[src/hw/rtl/clwf_pkg.sv]
// Shared widths, codes and controller/datapath interface types for the cursor list.
package clwf_pkg;

	localparam int NodesDef   = 16;
	localparam int MaxResults = 16;

	localparam int OpW     = 2;
	localparam int ValW    = 8;
	localparam int StatusW = 2;
	localparam int SlotW   = 4;
	localparam int LinkW   = 5;

	localparam logic [LinkW-1:0] LinkNull = '1;

	localparam logic [OpW-1:0] OpFront = 2'd0;
	localparam logic [OpW-1:0] OpBack  = 2'd1;
	localparam logic [OpW-1:0] OpSort  = 2'd2;
	localparam logic [OpW-1:0] OpRead  = 2'd3;

	localparam logic [StatusW-1:0] StOk    = 2'd0;
	localparam logic [StatusW-1:0] StFull  = 2'd1;
	localparam logic [StatusW-1:0] StEmpty = 2'd2;

	typedef enum logic [2:0] {
		EmitIns,
		EmitFull,
		EmitDone,
		EmitEmpty,
		EmitRead
	} emit_kind_t;

	typedef enum logic [1:0] {
		RdFree,
		RdHead,
		RdLink
	} rd_sel_t;

	typedef struct packed {
		logic       load_in;
		logic       rd_en;
		rd_sel_t    rd_sel;
		logic       take;
		logic       set_head;
		logic       wr_tail;
		logic       x_head;
		logic       x_link;
		logic       cnt_clr;
		logic       cnt_one;
		logic       cnt_inc;
		logic       len_load;
		logic       pass_clr;
		logic       pass_inc;
		logic       px_load;
		logic       py_step;
		logic       wr_xv;
		logic       emit;
		emit_kind_t emit_kind;
		logic       emit_last;
	} cmd_t;

	typedef struct packed {
		logic free_ok;
		logic head_ok;
		logic link_node;
		logic cnt_go;
		logic step_go;
		logic rd_go;
		logic pass_done;
		logic out_free;
		logic op_front;
	} dpst_t;

endpackage

[src/hw/rtl/clwf_ctrl.sv]
// Sequencer for inserts, tail walk, bubble sort passes and read-out.
module clwf_ctrl import clwf_pkg::*; (
	input  logic           clk,
	input  logic           arst_n,
	input  logic           in_valid,
	output logic           in_stall,
	input  logic [OpW-1:0] op,
	input  dpst_t          st,
	output cmd_t           cmd
);

	typedef enum logic [11:0] {
		S_IDLE  = 12'b0000_0000_0001,
		S_ALLOC = 12'b0000_0000_0010,
		S_TAKE  = 12'b0000_0000_0100,
		S_WALK  = 12'b0000_0000_1000,
		S_SORT  = 12'b0000_0001_0000,
		S_LEN   = 12'b0000_0010_0000,
		S_PASS  = 12'b0000_0100_0000,
		S_PX    = 12'b0000_1000_0000,
		S_PY    = 12'b0001_0000_0000,
		S_PEND  = 12'b0010_0000_0000,
		S_READ  = 12'b0100_0000_0000,
		S_EMIT  = 12'b1000_0000_0000
	} state_t;

	state_t     state_q, state_d;
	emit_kind_t kind_q, kind_d;

	assign in_stall = (state_q != S_IDLE);

	always_comb begin
		state_d = state_q;
		kind_d  = kind_q;
		cmd     = '0;
		cmd.rd_sel    = RdLink;
		cmd.emit_kind = kind_q;
		cmd.emit_last = 1'b1;
		case (state_q)
			S_IDLE: begin
				if (in_valid) begin
					cmd.load_in = 1'b1;
					case (op) inside
						OpFront, OpBack: state_d = S_ALLOC;
						OpSort:          state_d = S_SORT;
						default:         state_d = S_READ;
					endcase
				end
			end
			S_ALLOC: begin
				if (!st.free_ok) begin
					kind_d  = EmitFull;
					state_d = S_EMIT;
				end else begin
					cmd.rd_en  = 1'b1;
					cmd.rd_sel = RdFree;
					state_d    = S_TAKE;
				end
			end
			S_TAKE: begin
				cmd.take = 1'b1;
				kind_d   = EmitIns;
				if (st.op_front || !st.head_ok) begin
					cmd.set_head = 1'b1;
					state_d      = S_EMIT;
				end else begin
					cmd.rd_en   = 1'b1;
					cmd.rd_sel  = RdHead;
					cmd.x_head  = 1'b1;
					cmd.cnt_clr = 1'b1;
					state_d     = S_WALK;
				end
			end
			S_WALK: begin
				if (st.cnt_go) begin
					cmd.rd_en   = 1'b1;
					cmd.x_link  = 1'b1;
					cmd.cnt_inc = 1'b1;
				end else begin
					cmd.wr_tail = 1'b1;
					state_d     = S_EMIT;
				end
			end
			S_SORT: begin
				if (!st.head_ok) begin
					kind_d  = EmitDone;
					state_d = S_EMIT;
				end else begin
					cmd.rd_en   = 1'b1;
					cmd.rd_sel  = RdHead;
					cmd.cnt_one = 1'b1;
					state_d     = S_LEN;
				end
			end
			S_LEN: begin
				if (st.cnt_go) begin
					cmd.rd_en   = 1'b1;
					cmd.cnt_inc = 1'b1;
				end else begin
					cmd.len_load = 1'b1;
					cmd.pass_clr = 1'b1;
					state_d      = S_PASS;
				end
			end
			S_PASS: begin
				if (st.pass_done) begin
					kind_d  = EmitDone;
					state_d = S_EMIT;
				end else begin
					cmd.rd_en   = 1'b1;
					cmd.rd_sel  = RdHead;
					cmd.x_head  = 1'b1;
					cmd.cnt_clr = 1'b1;
					state_d     = S_PX;
				end
			end
			S_PX: begin
				if (st.link_node) begin
					cmd.px_load = 1'b1;
					cmd.rd_en   = 1'b1;
					state_d     = S_PY;
				end else begin
					cmd.pass_inc = 1'b1;
					state_d      = S_PASS;
				end
			end
			S_PY: begin
				// settle the lower value behind, carry the larger one forward
				cmd.py_step = 1'b1;
				cmd.cnt_inc = 1'b1;
				if (st.step_go) begin
					cmd.rd_en = 1'b1;
				end else begin
					state_d = S_PEND;
				end
			end
			S_PEND: begin
				cmd.wr_xv    = 1'b1;
				cmd.pass_inc = 1'b1;
				state_d      = S_PASS;
			end
			S_READ: begin
				if (!st.head_ok) begin
					kind_d  = EmitEmpty;
					state_d = S_EMIT;
				end else begin
					cmd.rd_en   = 1'b1;
					cmd.rd_sel  = RdHead;
					cmd.x_head  = 1'b1;
					cmd.cnt_clr = 1'b1;
					kind_d      = EmitRead;
					state_d     = S_EMIT;
				end
			end
			S_EMIT: begin
				// read-out stays here, one transfer per node
				if (st.out_free) begin
					cmd.emit = 1'b1;
					if (kind_q == EmitRead && st.rd_go) begin
						cmd.emit_last = 1'b0;
						cmd.rd_en     = 1'b1;
						cmd.x_link    = 1'b1;
						cmd.cnt_inc   = 1'b1;
					end else begin
						state_d = S_IDLE;
					end
				end
			end
			default: begin
				state_d = S_IDLE;
			end
		endcase
	end

	always_ff @(posedge clk or negedge arst_n) begin
		if (!arst_n) begin
			state_q <= S_IDLE;
			kind_q  <= EmitDone;
		end else begin
			state_q <= state_d;
			kind_q  <= kind_d;
		end
	end

endmodule

[src/hw/rtl/clwf_dp.sv]
// Datapath: node memory, list and free heads, walk pointers, counters and output register.
module clwf_dp import clwf_pkg::*; #(
	parameter int NODES = NodesDef
) (
	input  logic                      clk,
	input  logic                      arst_n,
	input  logic [OpW-1:0]            op,
	input  logic signed [ValW-1:0]    value,
	input  cmd_t                      cmd,
	output dpst_t                     st,
	output logic                      out_valid,
	input  logic                      out_stall,
	output logic [StatusW-1:0]        status,
	output logic [SlotW-1:0]          slot,
	output logic signed [ValW-1:0]    element,
	output logic                      last
);

	localparam int IdxW = $clog2(NODES);
	localparam int CntW = $clog2((NODES > MaxResults ? NODES : MaxResults) + 1);
	localparam logic [LinkW-1:0] FreeInit = LinkW'(NODES - 1);

	function automatic logic is_node(input logic [LinkW-1:0] p);
		return int'(p) < NODES;
	endfunction

	logic signed [ValW-1:0] val_mem [NODES];
	logic [LinkW-1:0]       link_mem [NODES];
	logic [NODES-1:0]       vld_q;

	logic signed [ValW-1:0] rd_val_q;
	logic [LinkW-1:0]       rd_link_q;
	logic [IdxW-1:0]        rd_idx_q;
	logic                   rd_vld_q;

	logic [LinkW-1:0]       free_head_q, list_head_q;
	logic [LinkW-1:0]       x_q, y_q, n_q;
	logic signed [ValW-1:0] xv_q, value_q;
	logic [OpW-1:0]         op_q;
	logic [CntW-1:0]        cnt_q, len_q, pass_q;
	logic [CntW-1:0]        cnt1;

	logic                   out_valid_q, last_q;
	logic [StatusW-1:0]     status_q;
	logic [SlotW-1:0]       slot_q;
	logic signed [ValW-1:0] element_q;

	logic signed [ValW-1:0] rd_value;
	logic [LinkW-1:0]       rd_link;
	logic [IdxW-1:0]        prev_idx;
	logic [LinkW-1:0]       rd_ptr;
	logic [IdxW-1:0]        rd_addr, free_addr, x_addr;
	logic                   swap;
	logic signed [ValW-1:0] lo_val, hi_val;
	logic                   val_we, link_we;
	logic [IdxW-1:0]        val_wa, link_wa;
	logic signed [ValW-1:0] val_wd;
	logic [LinkW-1:0]       link_wd;
	logic                   out_free;
	logic [StatusW-1:0]     em_status;
	logic [SlotW-1:0]       em_slot;
	logic signed [ValW-1:0] em_element;

	// a node never written reads as its reset contents
	assign prev_idx = rd_idx_q - IdxW'(1);
	assign rd_value = rd_vld_q ? rd_val_q : '0;
	assign rd_link  = rd_vld_q ? rd_link_q :
		((rd_idx_q == '0) ? LinkNull : LinkW'(prev_idx));

	always_comb begin
		case (cmd.rd_sel)
			RdFree:  rd_ptr = free_head_q;
			RdHead:  rd_ptr = list_head_q;
			default: rd_ptr = rd_link;
		endcase
	end

	assign rd_addr   = IdxW'(rd_ptr);
	assign free_addr = IdxW'(free_head_q);
	assign x_addr    = IdxW'(x_q);

	assign swap   = xv_q > rd_value;
	assign lo_val = swap ? rd_value : xv_q;
	assign hi_val = swap ? xv_q : rd_value;

	assign val_we  = cmd.take | cmd.py_step | cmd.wr_xv;
	assign val_wa  = cmd.take ? free_addr : x_addr;
	assign val_wd  = cmd.take ? value_q : (cmd.py_step ? lo_val : xv_q);
	assign link_we = cmd.take | cmd.wr_tail;
	assign link_wa = cmd.take ? free_addr : x_addr;
	assign link_wd = cmd.take ? ((op_q == OpFront) ? list_head_q : LinkNull) : n_q;

	always_ff @(posedge clk) begin
		if (val_we) begin
			val_mem[val_wa] <= val_wd;
		end
		if (link_we) begin
			link_mem[link_wa] <= link_wd;
		end
		if (cmd.rd_en) begin
			rd_val_q  <= val_mem[rd_addr];
			rd_link_q <= link_mem[rd_addr];
			rd_idx_q  <= rd_addr;
		end
	end

	always_ff @(posedge clk or negedge arst_n) begin
		if (!arst_n) begin
			vld_q    <= '0;
			rd_vld_q <= 1'b0;
		end else begin
			if (cmd.take) begin
				vld_q[free_addr] <= 1'b1;
			end
			if (cmd.rd_en) begin
				rd_vld_q <= vld_q[rd_addr];
			end
		end
	end

	assign cnt1 = cnt_q + CntW'(1);

	always_ff @(posedge clk or negedge arst_n) begin
		if (!arst_n) begin
			free_head_q <= FreeInit;
			list_head_q <= LinkNull;
			cnt_q       <= '0;
			len_q       <= '0;
			pass_q      <= '0;
		end else begin
			if (cmd.take) begin
				free_head_q <= rd_link;
			end
			if (cmd.set_head) begin
				list_head_q <= free_head_q;
			end
			if (cmd.cnt_clr) begin
				cnt_q <= '0;
			end else if (cmd.cnt_one) begin
				cnt_q <= CntW'(1);
			end else if (cmd.cnt_inc) begin
				cnt_q <= cnt1;
			end
			if (cmd.len_load) begin
				len_q <= cnt_q;
			end
			if (cmd.pass_clr) begin
				pass_q <= '0;
			end else if (cmd.pass_inc) begin
				pass_q <= pass_q + CntW'(1);
			end
		end
	end

	always_ff @(posedge clk) begin
		if (cmd.load_in) begin
			op_q    <= op;
			value_q <= value;
		end
		if (cmd.take) begin
			n_q <= free_head_q;
		end
		if (cmd.x_head) begin
			x_q <= list_head_q;
		end else if (cmd.x_link) begin
			x_q <= rd_link;
		end else if (cmd.py_step) begin
			x_q <= y_q;
		end
		if (cmd.px_load) begin
			xv_q <= rd_value;
			y_q  <= rd_link;
		end else if (cmd.py_step) begin
			xv_q <= hi_val;
			y_q  <= rd_link;
		end
	end

	always_comb begin
		em_status  = StOk;
		em_slot    = '0;
		em_element = '0;
		case (cmd.emit_kind)
			EmitIns:   em_slot = SlotW'(n_q);
			EmitFull:  em_status = StFull;
			EmitDone:  em_status = StOk;
			EmitEmpty: em_status = StEmpty;
			EmitRead: begin
				em_slot    = SlotW'(x_q);
				em_element = rd_value;
			end
			default:   em_status = StOk;
		endcase
	end

	assign out_free = !out_valid_q || !out_stall;

	always_ff @(posedge clk or negedge arst_n) begin
		if (!arst_n) begin
			out_valid_q <= 1'b0;
		end else if (cmd.emit) begin
			out_valid_q <= 1'b1;
		end else if (!out_stall) begin
			out_valid_q <= 1'b0;
		end
	end

	always_ff @(posedge clk) begin
		if (cmd.emit) begin
			status_q  <= em_status;
			slot_q    <= em_slot;
			element_q <= em_element;
			last_q    <= cmd.emit_last;
		end
	end

	assign out_valid = out_valid_q;
	assign status    = status_q;
	assign slot      = slot_q;
	assign element   = element_q;
	assign last      = last_q;

	assign st.free_ok   = is_node(free_head_q);
	assign st.head_ok   = is_node(list_head_q);
	assign st.link_node = is_node(rd_link);
	assign st.cnt_go    = is_node(rd_link) && (int'(cnt_q) < NODES);
	assign st.step_go   = is_node(rd_link) && (int'(cnt1) < NODES);
	assign st.rd_go     = is_node(rd_link) && (int'(cnt1) < NODES)
		&& (int'(cnt1) < MaxResults);
	assign st.pass_done = (pass_q == len_q);
	assign st.out_free  = out_free;
	assign st.op_front  = (op_q == OpFront);

endmodule

[src/hw/rtl/cursor_list_with_free_list.sv]
// Top level of the cursor-based linked list with free list over a fixed node pool.
//
//  channel  direction  handshake             payload
//  in       sink       in_valid / in_stall   op, value
//  out      source     out_valid / out_stall status, slot, element, last
//
// One item at a time; in_stall is high from the accepting edge until the sequencer is idle.
// Insert-last walks the list from its head to find the tail; insert-first does not walk.
// Sort over L nodes makes L bubble passes, one compare-and-swap step per cycle
// on the single read port of the node memory.
// Reset is immediate: per-node valid flags make unwritten nodes read as their reset contents.
// out_stall holds the sequencer in its emitting state; a result waits in the output register.
module cursor_list_with_free_list import clwf_pkg::*; #(
	parameter int NODES = NodesDef
) (
	input  logic                   clk,
	input  logic                   arst_n,
	input  logic                   in_valid,
	output logic                   in_stall,
	input  logic [OpW-1:0]         op,
	input  logic signed [ValW-1:0] value,
	output logic                   out_valid,
	input  logic                   out_stall,
	output logic [StatusW-1:0]     status,
	output logic [SlotW-1:0]       slot,
	output logic signed [ValW-1:0] element,
	output logic                   last
);

	cmd_t  cmd;
	dpst_t st;

	clwf_ctrl u_ctrl (
		.clk      (clk),
		.arst_n   (arst_n),
		.in_valid (in_valid),
		.in_stall (in_stall),
		.op       (op),
		.st       (st),
		.cmd      (cmd)
	);

	clwf_dp #(
		.NODES (NODES)
	) u_dp (
		.clk       (clk),
		.arst_n    (arst_n),
		.op        (op),
		.value     (value),
		.cmd       (cmd),
		.st        (st),
		.out_valid (out_valid),
		.out_stall (out_stall),
		.status    (status),
		.slot      (slot),
		.element   (element),
		.last      (last)
	);

endmodule

[config.mk]
export PLATFORM = sky130hd
export DESIGN_NAME = cursor_list_with_free_list
export DESIGN_NICKNAME = d
export VERILOG_FILES = /design/src/hw/rtl/clwf_pkg.sv /design/src/hw/rtl/clwf_ctrl.sv /design/src/hw/rtl/clwf_dp.sv /design/src/hw/rtl/cursor_list_with_free_list.sv
export SDC_FILE = /design/constraint.sdc
export NUM_CORES = 1
export LEC_CHECK = 0
export BUFFER_PORTS_ARGS = -buffer_cell sky130_fd_sc_hd__buf_2
export CAP_MARGIN = 20
export CORE_UTILIZATION = 43
export CTS_CLUSTER_DIAMETER = 50
export CTS_CLUSTER_SIZE = 14
export DETAILED_ROUTE_END_ITERATION = 16
export HOLD_SLACK_MARGIN = 0.15
export PLACE_DENSITY = 0.63
export SYNTH_ARGS = -nofsm -noshare
export SYNTH_HDL_FRONTEND = slang
export SYNTH_SLANG_ARGS = --single-unit
[constraint.sdc]
create_clock -name clk -period 4.4 [get_ports clk]
set_clock_uncertainty 0.15 [all_clocks]
set_input_delay 0.66 -clock clk [delete_from_list [all_inputs] [get_ports clk]]
set_output_delay 0.66 -clock clk [all_outputs]
set_load 0.1 [all_outputs]
### Word-level counts from Yosys, hierarchy flattened

Memory sizes are Yosys's and may differ from the RTL's. A register that Yosys moved wholly into a read port is not among the register bits.
Cells that the tools add are included.

| word-level totals | value |
|---|---|
| flip-flop bits (word level) | 108 |
| bits in latches | 0 |
| bits in writable memories | 208 |
| ROM bits | 0 |
| input bits | 14 |
| word-level logic and storage cells | 185 |
| memories kept | 2 |

| operators by class | value |
|---|---|
| add/sub/neg operators | 3 |
| multipliers | 0 |
| divide/modulo/power cells | 0 |
| $lt $le $gt $ge | 9 |
| eq/ne operators | 31 |
| shifts and indexed selects | 0 |
| multiplexer cells | 88 |
| bitwise logic cells | 4 |
| reductions and logical operators | 27 |

Memory list:

| memory | words | width | rd ports | clocked after memory_dff | wr ports | RTL line | RTL |
|---|---|---|---|---|---|---|---|
| u_dp.val_mem | 16 | 8 | 1 | 1 | 1 | clwf_dp.sv:27 | `logic signed [ValW-1:0] val_mem [NODES];` |
| u_dp.link_mem | 16 | 5 | 1 | 1 | 1 | clwf_dp.sv:28 | `logic [LinkW-1:0] link_mem [NODES];` |

Operators by type and width:

| kind | count |
|---|---|
| 12-bit one-hot mux with 12 select lines | 1 |
| 12-bit 2-to-1 mux | 11 |
| 8-bit 2-to-1 mux | 7 |
| 5-bit 2-to-1 mux | 9 |
| 1-bit 2-to-1 mux | 29 |
| 5-bit less-than comparator (second input constant) | 5 |
| 3-bit 2-to-1 mux | 8 |
| 4-bit 2-to-1 mux | 6 |
| 2-bit inequality test (second input constant) | 9 |
| 16-bit bitwise OR | 1 |
| 4-bit one-hot mux with 2 select lines | 2 |
| 3-bit one-hot mux with 5 select lines | 1 |
| 12-bit by 1-bit == test with 1-bit output (second input constant) | 1 |
| 12-bit by 10-bit == test with 1-bit output (second input constant) | 1 |
| 12-bit by 11-bit == test with 1-bit output (second input constant) | 1 |
| 12-bit == test (second input constant) | 1 |
| 12-bit by 2-bit == test with 1-bit output (second input constant) | 1 |
| 12-bit by 3-bit == test with 1-bit output (second input constant) | 1 |
| 12-bit by 4-bit == test with 1-bit output (second input constant) | 1 |
| 12-bit by 5-bit == test with 1-bit output (second input constant) | 1 |
| 12-bit by 6-bit == test with 1-bit output (second input constant) | 1 |
| 12-bit by 7-bit == test with 1-bit output (second input constant) | 1 |
| 12-bit by 8-bit == test with 1-bit output (second input constant) | 1 |
| 12-bit by 9-bit == test with 1-bit output (second input constant) | 1 |
| other kinds (37) | 61 |

### Logic depth before layout (Yosys ltp)

| depth | value |
|---|---|
| word-level depth | 13 |
| depth in mapped cells | 15 |
| gate-level depth less buffers | 12 |

### Modules after synthesis

A second synthesis with hierarchy kept.

| unflattened totals | value |
|---|---|
| cell total of the unflattened synthesis | 939 |
| area, all modules | 14401.3 µm² |

By module, submodules not included:

| module | times used | cells each | area each (µm²) |
|---|---|---|---|
| clwf_dp | 1 | 779 | 13143.9 |
| clwf_ctrl | 1 | 160 | 1257.5 |

### Least setup slack after synthesis

OpenSTA, ideal clock, no wires.

| timing | value |
|---|---|
| path kind | register to register |
| from | register u_dp.rd_vld_q |
| to | memory u_dp.val_mem[0][0] (data pin) |
| data arrival time | 3400 ps |
| required time | 3959 ps |
| setup slack | 559 ps |
| stages on the path, launching flop included | 16 |
| path buffers | 3 |
| clock period less this slack | 3841 ps |
| path through | dfrtp_1 -> clkbuf_1 -> buf_1 -> nand2_1 -> ha_1 -> nor2b_1 -> o21a_1 -> o21a_1 -> o21a_1 -> o21a_1 -> o21ai_0 -> a21oi_1 -> o21bai_1 -> clkbuf_1 -> mux2i_1 -> a21oi_1 |

| on the way | value |
|---|---|
| longest elaborated chain between the ends | 5 |

Ends and longest elaborated chain:

| what | RTL line | RTL |
|---|---|---|
| start: declaration | clwf_dp.sv:34 | `logic rd_vld_q;` |
| start signal: assignment | clwf_dp.sv:116 | `rd_vld_q <= vld_q[rd_addr];` |
| 8-bit 2-to-1 mux * | clwf_dp.sv:66 | `assign rd_value = rd_vld_q ? rd_val_q : '0;` |
| 8-bit > comparator | clwf_dp.sv:82 | `assign swap = xv_q > rd_value;` |
| 8-bit 2-to-1 mux * | clwf_dp.sv:83 | `assign lo_val = swap ? rd_value : xv_q;` |
| 8-bit 2-to-1 mux * (2 in series) | clwf_dp.sv:88 | `assign val_wd = cmd.take ? value_q : (cmd.py_step ? lo_val : xv_q);` |
| net u_dp.val_wd[0] | clwf_dp.sv:57 | `logic signed [ValW-1:0] val_wd;` |
| end: declaration | clwf_dp.sv:27 |  |

The timed path passes the listed nets; every way through them passes the cells marked *.

### Worst setup path after layout

| timing | value |
|---|---|
| from | register u_ctrl.state_q[8] |
| to | register u_dp.rd_link_q[2], read port of u_dp.link_mem (data pin) |

| on the way | value |
|---|---|
| longest elaborated chain between the ends | 5 |
| elaborated cells between the ends (all ways) | 17 |
| those cells by class | eq/ne (11); mux (3); reduce/logical (3) |

Ends and longest elaborated chain:

| what | RTL line | RTL |
|---|---|---|
| start: declaration | clwf_ctrl.sv:27 | `state_t state_q, state_d;` |
| start signal: assignment | clwf_ctrl.sv:180 | `state_q <= state_d;` |
| 12-bit by 5-bit == test with 1-bit output / 12-bit by 11-bit == test with 1-bit output (equally long branches) | clwf_ctrl.sv:39 | `case (state_q)` |
| 2-bit OR reduction (no line) | - |  |
| 2-bit one-hot mux with 4 select lines | clwf_ctrl.sv:39 |  |
| 2-bit by 1-bit == test with 1-bit output / 2-bit zero test (equally long branches) | clwf_dp.sv:71 | `case (cmd.rd_sel)` |
| 4-bit one-hot mux with 2 select lines | clwf_dp.sv:71 |  |
| end: declaration | clwf_dp.sv:32 | `logic [LinkW-1:0] rd_link_q;` |

Several ways; a longest one is shown, not always the timed one.
A chain may end at the register's enable or synchronous reset.

==> out/summary.txt <==
======================================================================================
Result of the run                                                         finished, final reports clean
Global routing usage summed across all routing layers                           18.95%
Synth warn                                                                           0
Startpoint of the lowest-slack hold path                                      value[6]
RSZ-0062 raised after global routing                                             false
Dominant synthesized flop cell                                                edfxtp_1
Pin count of the biggest net entering global routing                                48
Total setup buffers inserted after CTS                                               0
Clock buffers created by TritonCTS                                                  36
Leading cell type in the layout, fill and taps excluded                       edfxtp_1
Final hold viol count                                                                0
Top area cells in the synthesized netlist                                 edfxtp_1 (57%), dfrtp_1 (8.3%), nand2_1 (3.8%)
Number of antenna violations at the first check in global routing                    0
Flip-flop and latch count after synthesis                                          329
Die Ht                                                                        183.9 um
Netlist area before placement                                                14220 um2
I/O pin count                                                                       31
Number of nets produced by synthesis                                              1120
Total length of routed wires                                                  31.43 mm
HP Class                                                                  input pin to register
Number of library cell types mapped by synthesis                                    62
Actual transition at the worst max-transition pin                             1.096 ns
Final total negative setup slack                                                  0 ns
Post-synth EDFFs                                                                   271
Overflow after GRT                                                                   0
Antenna diode instance count                                                         0
Number of detailed-route iterations in the first pass                                6
Final critical-path setup slack                                              0.3619 ns
CTS clock-pin slew for the worst setup and hold paths                          0.06 ns
Time the worst path needs with I/O delays and setup                           4.038 ns
Total of endpoints with negative setup slack in the final report                     0
Number of nets with antenna violations after routing                                 0
DRC Markers                                                                          0
Library cell contributing the largest single delay on the critical path          or4_4
Clock latency on the worst-skew pair                                           0.52 ns
Global-route wire length before repair                                        49.18 mm
Final weighted congestion of routability-driven global placement                0.8891
Number of placed cells counting well taps                                         1566
Core region area                                                             32540 um2
Max-cap check violation count                                                        0
Crit path buf inv count                                                              2
Mean cell area of the mapped netlist                                         12.99 um2
Count of port buffers added during placement                                        30
Yosys top cell area share                                                       57.22%
Element type at the critical path end                                         register
Share of synthesized flip-flops with an asynchronous set or reset               17.63%
Commonest non-fill, non-tap cells in the layout                           edfxtp_1 (271), nand2_1 (145), nor2_1 (91), buf_4 (58), dfrtp_1 (47)
Number of clock sinks                                                              329
Initial DRC Count                                                                  739
H-tree depth                                                                         2
Critical path data required time                                               4.51 ns
Die outline width                                                             183.9 um
Top cell family by delay on the critical path                             compound AO/OA/AOI/OAI gates
Final count of pins violating max slew                                               0
Vias/cell                                                                        5.492
Maximum clock frequency                                                      247.6 MHz
Half-perimeter wire length after detailed placement                           21.53 mm
Clock tree from TritonCTS                                                          yes
Number of fill cells in the layout                                                2807
Timing startpoint of the critical path                                    u_ctrl.state_q[8]$_DFFE_PN0P_
Final period util                                                               91.78%
Worst-path maximum fanout                                                           47
Maximum count of clock buffers along a single path                                   3
Post-place setup slack                                                       0.3374 ns
Average detailed-routed wire length per instance                              19.26 um
Kind of critical path                                                     register to register
Arrival time worst endpoint                                                    4.15 ns
Fraction of layout cells with a size suffix above 1                             14.87%
Post-synthesis sequential area ratio                                            67.52%
Crit-path cells                                                           nor4_4 > nand2_1 > or4_4 > a221o_1 > nand2_1 > o221ai_4 > inv_4 > buf_12 > mux2_1 > o21ai_1 > o22ai_1 > a221o_1
Number of global-route vias before repair                                         8656
Normalized max-slew margin                                                      26.68%
Cell taking the most area after synthesis                                     edfxtp_1
Row count                                                                           66
Pwr Density                                                               764.3 nW/um2
DR vias                                                                           8963
Max IR drop VDD                                                              0.4934 mV
Largest incremental delay on the critical path                                 0.53 ns
Number of standard cells after synthesis                                          1095
Post-route non-filler standard cell count                                         1632
Die ar.                                                                      33810 um2
CTS Root Cell                                                                clkbuf_16
Leakage power summed over all cells                                           6.027 nW
Initial core utilization                                                        43.71%
Crit start category                                                           register
Nets                                                                              1194
Layout area overhead                                                            14.80%
Critical R2R Launch                                                       u_ctrl.state_q[8]$_DFFE_PN0P_
======================================================================================
flip-flops by register name, summed over array words and instances (netlist names), 2 cells and up:
register	cells
u_dp.list_head_q	5
u_dp.free_head_q	5
u_dp.x_q	4
u_dp.xv_q	8
u_dp.vld_q	16
u_dp.rd_val_q	8
u_dp.link_mem	80
u_ctrl.state_q	12
u_dp.pass_q	5
u_dp.n_q	5
u_ctrl.kind_q	3
u_dp.cnt_q	5
u_dp.status	2
u_dp.rd_link_q	5
u_dp.rd_idx_q	4
u_dp.y_q	4
u_dp.val_mem	128
u_dp.op_q	2
u_dp.len_q	5
u_dp.slot	4
u_dp.element	8
u_dp.value_q	8
final cells by class:
class                   instances  area, um2  area share [%]
clock buffers                  44      952.2           5.832
clock inverters                15      168.9           1.035
inverters                      34      131.4          0.8047
multi-input cells             675       4235           25.94
flip-flops and latches        329       9603           58.82
well taps                     442      553.0           3.387
repair buffers                 93      683.2           4.184
worst paths after layout:
path,end,slack [ns],depth (start not counted)
min reg2reg,u_dp.vld_q[0]$_DFFE_PN0P_,0.31,2
max reg2reg,u_dp.rd_link_q[2]$_DFFE_PP_,0.36,12
max in group asynchronous,u_ctrl.state_q[0]$_DFFE_PN1P_,2.62,3
max,u_dp.rd_link_q[2]$_DFFE_PP_,0.36,12
min in group asynchronous,u_dp.vld_q[9]$_DFFE_PN0P_,0.58,2
min,u_dp.value_q[6]$_DFFE_PP_,0.16,1
cell families after synthesis:
kind of cell / count (synthesis) / share of synthesized area (%)
xor+xnor: 18 / 1.108
mux: 80 / 5.929
flops: 329 / 67.52
compound gates: 214 / 10.05
buf+inv: 91 / 2.780
simple gates: 352 / 11.65
fa+ha+maj: 11 / 0.9677
repair_timing:
item | in CTS | in global routing
hold buffers | 1 | 0
gates resized for setup | 0 | 0
hold endpoints to repair | 19 | 0
cells in the mapped netlist (15+ instances only):
cell type / n
a211oi_1: 26
a21oi_1: 26
a221o_1: 15
a31oi_1: 35
clkbuf_1: 33
dfrtp_1: 47
edfxtp_1: 271
inv_1: 32
mux2_1: 24
mux2i_1: 46
nand2_1: 145
nor2_1: 91
nor2b_1: 31
o21ai_0: 21
o21ai_1: 28
o22ai_1: 16
report_power, final:
group | switching, mW | internal, mW | total (mW) | leakage [nW]
sequential | 0.273 | 3.92 | 4.20 | 3.20
combinational | 3.33 | 2.03 | 5.37 | 2.28
clock | 1.20 | 1.72 | 2.91 | 0.545
worst register-to-register path, delay by kind of cell (launching register included):
kind	cells	cell delay [ns]
compound gates	5	1.21
flops	1	0.47
simple gates	4	1.22
buf+inv	2	0.36
mux	1	0.39
per-stage QoR:
step	util, %	power, mW	hold slack [ns]	instance area, um2
6_report	50.18	12.48	0.1646	16330
5_1_grt	50.18	13.18	0.1621	16330
4_1_cts	49.98	12.46	0.1551	16260
3_5_place_dp	46.50	9.542	0.3004	15130
3_3_place_gp	46.50	9.477	0.2970	15130
2_1_floorplan	-	8.067	0.2144	14220
per-layer routing:
metal	share of wire [%]	GRT usage (%)
met5	0	0
met4	2.1	5.100
met2	47	30.32
met3	5.8	3.051
met1	46	26.74
(Power assumes the default switching activity.)
